**src/design/wsfbt_pkg.sv**
```systemverilog
package wsfbt_pkg;

    localparam int TABLE_ENTRIES_DEF = 64;
    localparam int BLOCK_BITS_DEF    = 16;
    localparam int COUNT_BITS_DEF    = 24;

    localparam int OP_BITS        = 3;
    localparam int DIE_BITS       = 8;
    localparam int STATUS_BITS    = 2;
    localparam int THR_BITS       = 24;
    localparam int DC_BITS        = 5;
    localparam int REM_BITS       = 5;
    localparam int CFG_INDEX_BITS = 8;
    localparam int CFG_DATA_BITS  = 24;

    localparam logic [OP_BITS-1:0] OP_GET   = 3'd0;
    localparam logic [OP_BITS-1:0] OP_PUT   = 3'd1;
    localparam logic [OP_BITS-1:0] OP_SWAP  = 3'd2;
    localparam logic [OP_BITS-1:0] OP_MAX   = 3'd3;
    localparam logic [OP_BITS-1:0] OP_CLEAR = 3'd4;

    localparam logic [STATUS_BITS-1:0] ST_OK         = 2'd0;
    localparam logic [STATUS_BITS-1:0] ST_ERASE_FAIL = 2'd1;
    localparam logic [STATUS_BITS-1:0] ST_EMPTY      = 2'd2;
    localparam logic [STATUS_BITS-1:0] ST_NONE       = 2'd3;

    localparam logic [CFG_INDEX_BITS-1:0] REG_WEAR_THRESHOLD = 8'd0;
    localparam logic [CFG_INDEX_BITS-1:0] REG_DIE_COUNT      = 8'd1;

    typedef struct packed {
        logic load;
        logic mod_step;
        logic find_start;
        logic apply;
    } wsfbt_cmd_t;

    typedef struct packed {
        logic mod_last;
        logic find_done;
        logic out_free;
    } wsfbt_stat_t;

    // one restoring step of a bit-serial residue, r < dc <= 31
    function automatic logic [REM_BITS-1:0] mod_step(
        input logic [REM_BITS-1:0] r,
        input logic                b,
        input logic [DC_BITS-1:0]  dc
    );
        logic [REM_BITS:0] t;
        t = {r, b};
        if (t >= {1'b0, dc})
        begin
            t = t - {1'b0, dc};
        end
        return t[REM_BITS-1:0];
    endfunction

endpackage

```
**src/design/wsfbt_ctrl.sv**
```systemverilog
module wsfbt_ctrl
    import wsfbt_pkg::*;
(
    input  logic               clk,
    input  logic               rst_n,
    input  logic               req_valid,
    input  logic [OP_BITS-1:0] req_op,
    output logic               req_ready,
    input  wsfbt_stat_t        stat,
    output wsfbt_cmd_t         cmd
);

    typedef enum logic [2:0] {
        S_IDLE,
        S_MOD,
        S_LAUNCH,
        S_WAIT,
        S_APPLY
    } state_t;

    state_t state_reg;
    logic   accept;

    assign req_ready = (state_reg == S_IDLE);
    assign accept    = req_valid && req_ready;

    always_comb
    begin
        cmd            = '0;
        cmd.load       = accept;
        cmd.mod_step   = (state_reg == S_MOD);
        cmd.find_start = (state_reg == S_LAUNCH);
        cmd.apply      = (state_reg == S_APPLY) && stat.out_free;
    end

    always_ff @(posedge clk or negedge rst_n)
    begin
        if (!rst_n)
        begin
            state_reg <= S_IDLE;
        end
        else
        begin
            unique case (state_reg)
                S_IDLE:
                begin
                    if (accept)
                    begin
                        if (req_op == OP_GET)
                        begin
                            state_reg <= S_MOD;
                        end
                        else if (req_op == OP_SWAP || req_op == OP_MAX)
                        begin
                            state_reg <= S_LAUNCH;
                        end
                        else
                        begin
                            state_reg <= S_APPLY;
                        end
                    end
                end
                S_MOD:
                begin
                    if (stat.mod_last)
                    begin
                        state_reg <= S_LAUNCH;
                    end
                end
                S_LAUNCH:
                begin
                    state_reg <= S_WAIT;
                end
                S_WAIT:
                begin
                    if (stat.find_done)
                    begin
                        state_reg <= S_APPLY;
                    end
                end
                S_APPLY:
                begin
                    if (stat.out_free)
                    begin
                        state_reg <= S_IDLE;
                    end
                end
                default:
                begin
                    state_reg <= S_IDLE;
                end
            endcase
        end
    end

endmodule

```
**config.mk**
```make
export PLATFORM = sky130hd
export DESIGN_NAME = wsfbt_ctrl
export DESIGN_NICKNAME = d
export VERILOG_FILES = /design/src/design/wsfbt_pkg.sv /design/src/design/wsfbt_ctrl.sv
export SDC_FILE = /design/constraint.sdc
export NUM_CORES = 1
export LEC_CHECK = 0
export BUFFER_PORTS_ARGS = -buffer_cell sky130_fd_sc_hd__clkbuf_2
export CAP_MARGIN = 25
export CELL_PAD_IN_SITES_DETAIL_PLACEMENT = 1
export CELL_PAD_IN_SITES_GLOBAL_PLACEMENT = 1
export CORE_AREA = 2 2 39 41
export CTS_CLUSTER_DIAMETER = 150
export DETAILED_ROUTE_END_ITERATION = 7
export DIE_AREA = 0 0 41 43
export PLACE_DENSITY = 0.46
export SYNTH_ARGS = -nofsm -noshare
export SYNTH_HDL_FRONTEND = slang
export SYNTH_SLANG_ARGS = --single-unit
```
**constraint.sdc**
```tcl
create_clock -name clk -period 1.5 [get_ports clk]
set_input_delay 0.3 -clock clk [delete_from_list [all_inputs] [get_ports clk]]
set_output_delay 0.3 -clock clk [all_outputs]
set_load 0.005 [all_outputs]
```
==> flow_metrics.env, run 1 <==
export IMPL_whs_path_depth=2
export IMPL_slew_headroom_pct=78.02
export IMPL_slew_violations=0
export IMPL_antenna_found_initial=0
export IMPL_dieArea_um2=1763
export IMPL_port_buffers=13
export IMPL_largest_reg_flops=3
export IMPL_fin_cells=59
export IMPL_initial_core_util_pct=15.82
export IMPL_fp_coreArea_um2=1384
export IMPL_p_leak_nw=0.1771
export IMPL_detail_route_antenna_nets=0
export IMPL_syn_nets=32
export IMPL_critical_path_startpoint_type="register"
export IMPL_ys_seq_area_share_pct=34.29
export IMPL_setup_slack_ns=0.05792
export IMPL_fillers=170
export IMPL_setup_viol=0
export IMPL_row_count=14
export IMPL_peakVddDrop_mv=0.2844
export IMPL_critical_path_top_delay_family="flip-flops"
export IMPL_min_period_ns=1.442
export IMPL_wl_per_cell_um=11.64
export IMPL_fin_skew_ns=0.003529
export IMPL_synth_cell_types=18
export IMPL_cpPeakStageDelay_ns=0.46
export IMPL_synth_area_um2=219.0
export IMPL_min_from="stat[0]"
export IMPL_crit_buf_inv=1
export IMPL_io_pins=14
export IMPL_synth_warnings=0
export IMPL_r2r_end="state_reg[1]"
export IMPL_required_ns=1.20
export IMPL_clk_pin_slew_ns=0.04
export IMPL_clock_latency_ns=0.23
export IMPL_power_density_nw_per_um2=1915
export IMPL_fmax_mhz=693.4
export IMPL_worstHoldEndpoint="state_reg[2]"
export IMPL_register_area_um2=77.57
export IMPL_ys_ff_latch=3
export IMPL_h_tree_depth=1
export IMPL_dieWidth_um=41
export IMPL_grt_pass1_wl_um=986
export IMPL_path_cells="nor4b_4, buf_2"
export IMPL_crit_slowest_cell="dfrtp_2"
export IMPL_cp_arrival_ns=1.14
export IMPL_drc=0
export IMPL_clockBufferDepth=2
export IMPL_grt_pass1_vias=240
export IMPL_cts_root_buf="clkbuf_4"
export IMPL_setup_worst_path_end_class="output port"
export IMPL_timing_max_cap_violations=0
export IMPL_layout_common_cells="clkbuf_2, clkbuf_4, buf_4"
export IMPL_outcome="complete, no violations"
export IMPL_nNetsFinal=53
export IMPL_r2r_start="state_reg[1]"
export IMPL_fp_dieH_um=43
export IMPL_diodes=0
export IMPL_viasPerCell=4.390
export IMPL_hold_path_class="input port to register"
export IMPL_area_growth_pct=70.86
export IMPL_cp_max_fo=6
export IMPL_synth_area_per_cell_um2=9.520
export IMPL_grt_total_usage_pct=9.000
export IMPL_r2r_setup_slack_ns=0.28
export IMPL_detail_route_first_pass_iterations=2
export IMPL_totalWireLength_um=687
export IMPL_rr_worst_depth=4
export IMPL_critPathKind="register to output port"
export IMPL_final_layout_size_suffix_gt1_share_pct=60.47
export IMPL_grt_max_degree=9
export IMPL_dp_cells=51
export IMPL_drt_initial_drc_count=2
export IMPL_grt_overflow=0
export IMPL_place_congestion=0.6946
export IMPL_cts_buffers=3
export IMPL_multiInputGateArea_um2=148.9
export IMPL_final_common_cell="clkbuf_2"
export IMPL_hpwl_um=507.3
export IMPL_worstMarginPinSlew_ns=0.3297
export IMPL_cts_sinks=3
export IMPL_cts_tree="done"
export IMPL_hold_violations=0
export IMPL_vias=259
export IMPL_post_route_period_util_pct=96.14
export IMPL_netlist_instances=23
export IMPL_dp_slack_ns=0.1721
[cells in the mapped netlist (all sizes together)]
library cell	count	area [um^2]
nor3b	1	7.510
and3	1	6.260
and2b	1	8.760
a221oi	2	23.77
nor2	2	7.510
buf	1	7.510
nor3	1	5.000
o221ai	1	8.760
nand2b	1	6.260
nor4b	1	15.01
dfrtp	3	75.07
nand2	2	7.510
nand3b	1	7.510
inv	1	3.750
or4b	1	13.76
o21ai	3	15.01
[worst max-delay path by stage]
stage	slack, ns	from	cells after the start	to
2_1_floorplan	0.33	state_reg[2]	2	cmd[3]
3_3_place_gp	0.21	state_reg[1]	3	cmd[0]
3_5_place_dp	0.17	state_reg[1]	3	cmd[0]
4_1_cts	-0.01	state_reg[0]	3	cmd[0]
5_1_grt	-0.005	state_reg[0]	2	cmd[3]
6_report	0.06	state_reg[0]	2	cmd[3]
[cell type report]
cell class	count	area share (%)
Timing Repair Buffer	17	26.09
Clock buffer	4	7.023
Multi-Input combinational cell	18	39.80
Sequential cell	3	20.74
Inverter	1	1.003
Tap cell	16	5.351
[worst reg2reg max path, cell delays in order (launching register included)]
cell and delay [ns]:
dfrtp_2 0.46, buf_4 0.16, nand2_1 0.08, o21ai_0 0.09, a221oi_1 0.31
[through the flow]
step | hold slack, ns | setup TNS, ns | area [um^2] | total power [W] | utilization (%)
2_1_floorplan | 0.004409 | 0 | 219.0 | 0.0003588 | -
3_3_place_gp | 0.09791 | 0 | 296.5 | 0.0004612 | 21.43
3_5_place_dp | 0.09929 | 0 | 296.5 | 0.0004642 | 21.43
4_1_cts | 0.3330 | -0.02066 | 336.6 | 0.0006281 | 24.32
5_1_grt | 0.3523 | -0.005464 | 374.1 | 0.0007902 | 27.03
6_report | 0.3380 | 0 | 374.1 | 0.0007166 | 27.03
[routing by layer]
| metal | up-vias | share of wire (%) | GRT usage [%] |
|---|---|---|---|
| li1 | 128 | - | - |
| met1 | 124 | 46 | 10.16 |
| met2 | 7 | 49 | 11.56 |
| met3 | 0 | 4.7 | 3.141 |
| met4 | 0 | 0 | 10.00 |
| met5 | - | 0 | 0 |
[cells by family (layout without fill, tap and decap cells)]
kind of cell / after synthesis / count (layout) / synth area share [%]
flip-flops: 3 / 3 / 34.28
buffers and inverters: 2 / 22 / 5.142
AO/OA/AOI/OAI: 6 / 6 / 21.71
AND/OR/NAND/NOR: 12 / 12 / 38.86
[timing repair]
item | 4_1_cts | 5_1_grt
hold endpoints to repair | 3 | 0
setup buffers | 0 | 3
pin swaps | 1 | 1
setup endpoints to repair | 2 | 2
hold buffers | 1 | 0
resized for setup | 2 | 4
[power by group]
group	switching (W)	total (W)	leakage, nW	internal (W)
clock	0.0000425	0.000142	0.0150	0.0000998
sequential	0.000112	0.000243	0.0346	0.000131
combinational	0.000134	0.000331	0.128	0.000197
total	0.000289	0.000717	0.177	0.000428
(Power assumes the default switching activity.)
==> run 2, diff against run 1 <==
- CAP_MARGIN: 25 -> 10
- TNS_END_PERCENT: not set -> 50
- clock period: 1.5 -> 1.6 ns (I/O delays scaled with it)
==> run 2 against run 1 <==
Sequential power fell by 9.9%. Worst hold slack improved by 0.021 ns. Via count fell by 3.9%. Clock-buffer cell count did not move. Critical endpoint unchanged. Largest cell class unchanged. Highest routed layer unchanged.
==> flow_metrics.env, run 2 (synthesized netlist as in run 1, its figures left out) <==
export IMPL_vias=249
export IMPL_fin_cells=56
export IMPL_outcome="complete, no violations"
export IMPL_dpl_cell_area_um2=296.5
export IMPL_critical_path_startpoint_type="register"
export IMPL_peakVddDrop_mv=0.2132
export IMPL_clockBufferDepth=2
export IMPL_place_congestion=0.6946
export IMPL_fmax_mhz=658.0
export IMPL_internal_power_w=0.0003412
export IMPL_cp_max_fo=8
export IMPL_clk_pin_slew_ns=0.03
export IMPL_viasPerCell=4.446
export IMPL_fillers=168
export IMPL_antenna_found_initial=0
export IMPL_timing_max_cap_violations=0
export IMPL_p_clk_share_pct=22.7
export IMPL_power_density_nw_per_um2=1716
export IMPL_grt_pass1_vias=240
export IMPL_final_common_cell="clkbuf_2"
export IMPL_rsz0062_at_grt="false"
export IMPL_largest_reg_flops=3
export IMPL_grt_max_degree=9
export IMPL_hold_path_class="input port to register"
export IMPL_r2r_start="state_reg[1]"
export IMPL_fin_area_um2=340.3
export IMPL_grt_total_usage_pct=9.000
export IMPL_fp_dieH_um=43
export IMPL_area_growth_pct=55.43
export IMPL_setup_viol=0
export IMPL_fin_skew_ns=0.003084
export IMPL_dieWidth_um=41
export IMPL_path_cells="nor4b_2, clkbuf_2"
export IMPL_io_pins=14
export IMPL_cp_arrival_ns=1.20
export IMPL_cts_root_buf="clkbuf_4"
export IMPL_grt_overflow=0
export IMPL_clock_latency_ns=0.23
export IMPL_detail_route_first_pass_iterations=2
export IMPL_required_ns=1.28
export IMPL_p_sw_w=0.0002427
export IMPL_slew_headroom_pct=79.28
export IMPL_diodes=0
export IMPL_cts_buffers=3
export IMPL_hpwl_um=507.3
export IMPL_critPathKind="register to output port"
export IMPL_r2r_setup_slack_ns=0.47
export IMPL_h_tree_depth=1
export IMPL_min_period_ns=1.520
export IMPL_worstHoldEndpoint="state_reg[2]"
export IMPL_r2r_end="state_reg[1]"
export IMPL_port_buffers=13
export IMPL_finalSetupTns_ns=0
export IMPL_dieArea_um2=1763
export IMPL_initial_core_util_pct=15.82
export IMPL_switching_share_pct=41.56
export IMPL_detail_route_antenna_nets=0
export IMPL_layout_common_cells="clkbuf_2, clkbuf_4, dfrtp_1"
export IMPL_totalWireLength_um=656
export IMPL_drc=0
export IMPL_whs_path_depth=2
export IMPL_cts_sinks=3
export IMPL_dp_cells=51
export IMPL_rr_worst_depth=3
export IMPL_worstMarginPinSlew_ns=0.3109
export IMPL_p_leak_nw=0.1592
export IMPL_wl_per_cell_um=11.71
export IMPL_combPwrFrac_pct=39.8
export IMPL_row_count=14
export IMPL_cpPeakStageDelay_ns=0.46
export IMPL_final_layout_size_suffix_gt1_share_pct=52.50
export IMPL_hold_violations=0
export IMPL_fin_util_pct=24.59
export IMPL_drt_initial_drc_count=4
export IMPL_fp_coreArea_um2=1384
export IMPL_setup_worst_path_end_class="output port"
export IMPL_nNetsFinal=50
export IMPL_grt_pass1_wl_um=986
export IMPL_crit_slowest_cell="dfrtp_1"
export IMPL_cts_tree="done"
export IMPL_slew_violations=0
export IMPL_p_seq_share_pct=37.5
export IMPL_post_route_period_util_pct=94.98
export IMPL_min_from="stat[0]"
==> run 2: cell types whose count changed in the layout (fill, tap and decap cells not counted), sizes merged <==
cell / before / now
buf: 4 / 0
clkbuf: 16 / 17
==> run 2: final cells by class <==
cell class                      instances  area [um^2]  share of cell area, %
Sequential cell                         3        75.07                  22.06
Multi-Input combinational cell         18        140.1                  41.18
Clock buffer                            4        26.28                  7.721
Inverter                                1        3.754                  1.103
Tap cell                               16        20.02                  5.882
Timing Repair Buffer                   14        75.07                  22.06
==> run 2: metrics by stage <==
| step | setup slack [ns] | total power, W | hold slack, ns |
|---|---|---|---|
| 3_5_place_dp | 0.2521 | 0.0004352 | 0.1193 |
| 3_3_place_gp | 0.2853 | 0.0004323 | 0.1179 |
| 2_1_floorplan | 0.4073 | 0.0003364 | 0.02441 |
| 4_1_cts | 0.04832 | 0.0005854 | 0.3530 |
| 6_report | 0.08027 | 0.0005840 | 0.3586 |
| 5_1_grt | 0.0008714 | 0.0006530 | 0.3723 |
==> run 2: what timing repair did <==
action / CTS / global route
hold buffers: 1 / 0
gates resized for setup: 1 / 1
endpoints found under the setup margin: 1 / 1
pin swaps: 0 / 0
buffers inserted: 0 / 0
cloned: 0 / 0
endpoints found under the hold margin: 3 / 0
==> run 2: worst max-delay path: cells and delay by family, from the launching register on <==
family	cells	cell delay [ns]
buffers and inverters	1	0.16
DFF	1	0.46
and+or+nand+nor	1	0.34
==> run 2: how the worst max path moves through the flow <==
stage	from	endpoint	cells past startpoint
6_report	state_reg[2]	cmd[3]	2
3_5_place_dp	state_reg[1]	cmd[0]	3
4_1_cts	state_reg[2]	cmd[3]	2
5_1_grt	state_reg[2]	cmd[3]	2
3_3_place_gp	state_reg[1]	cmd[0]	3
2_1_floorplan	state_reg[2]	cmd[3]	2
==> run 2: power by group through the flow <==
stage / Combinational (W) / Clock, W / Sequential (W)
final: 0.000232 / 0.000133 / 0.000219
after global routing: 0.000271 / 0.000151 / 0.000231
after CTS: 0.000232 / 0.000141 / 0.000212
after detailed placement: 0.000225 / 0 / 0.000210
after global placement: 0.000228 / 0 / 0.000204
after floorplan: 0.000154 / 0 / 0.000182
==> run 2: per-layer routing <==
metal	global-route usage (%)	up-vias	routed length, um
met3	3.141	0	32
met1	10.16	120	279
met5	0	-	0
met2	11.56	7	344
li1	-	122	-
met4	10.00	0	0
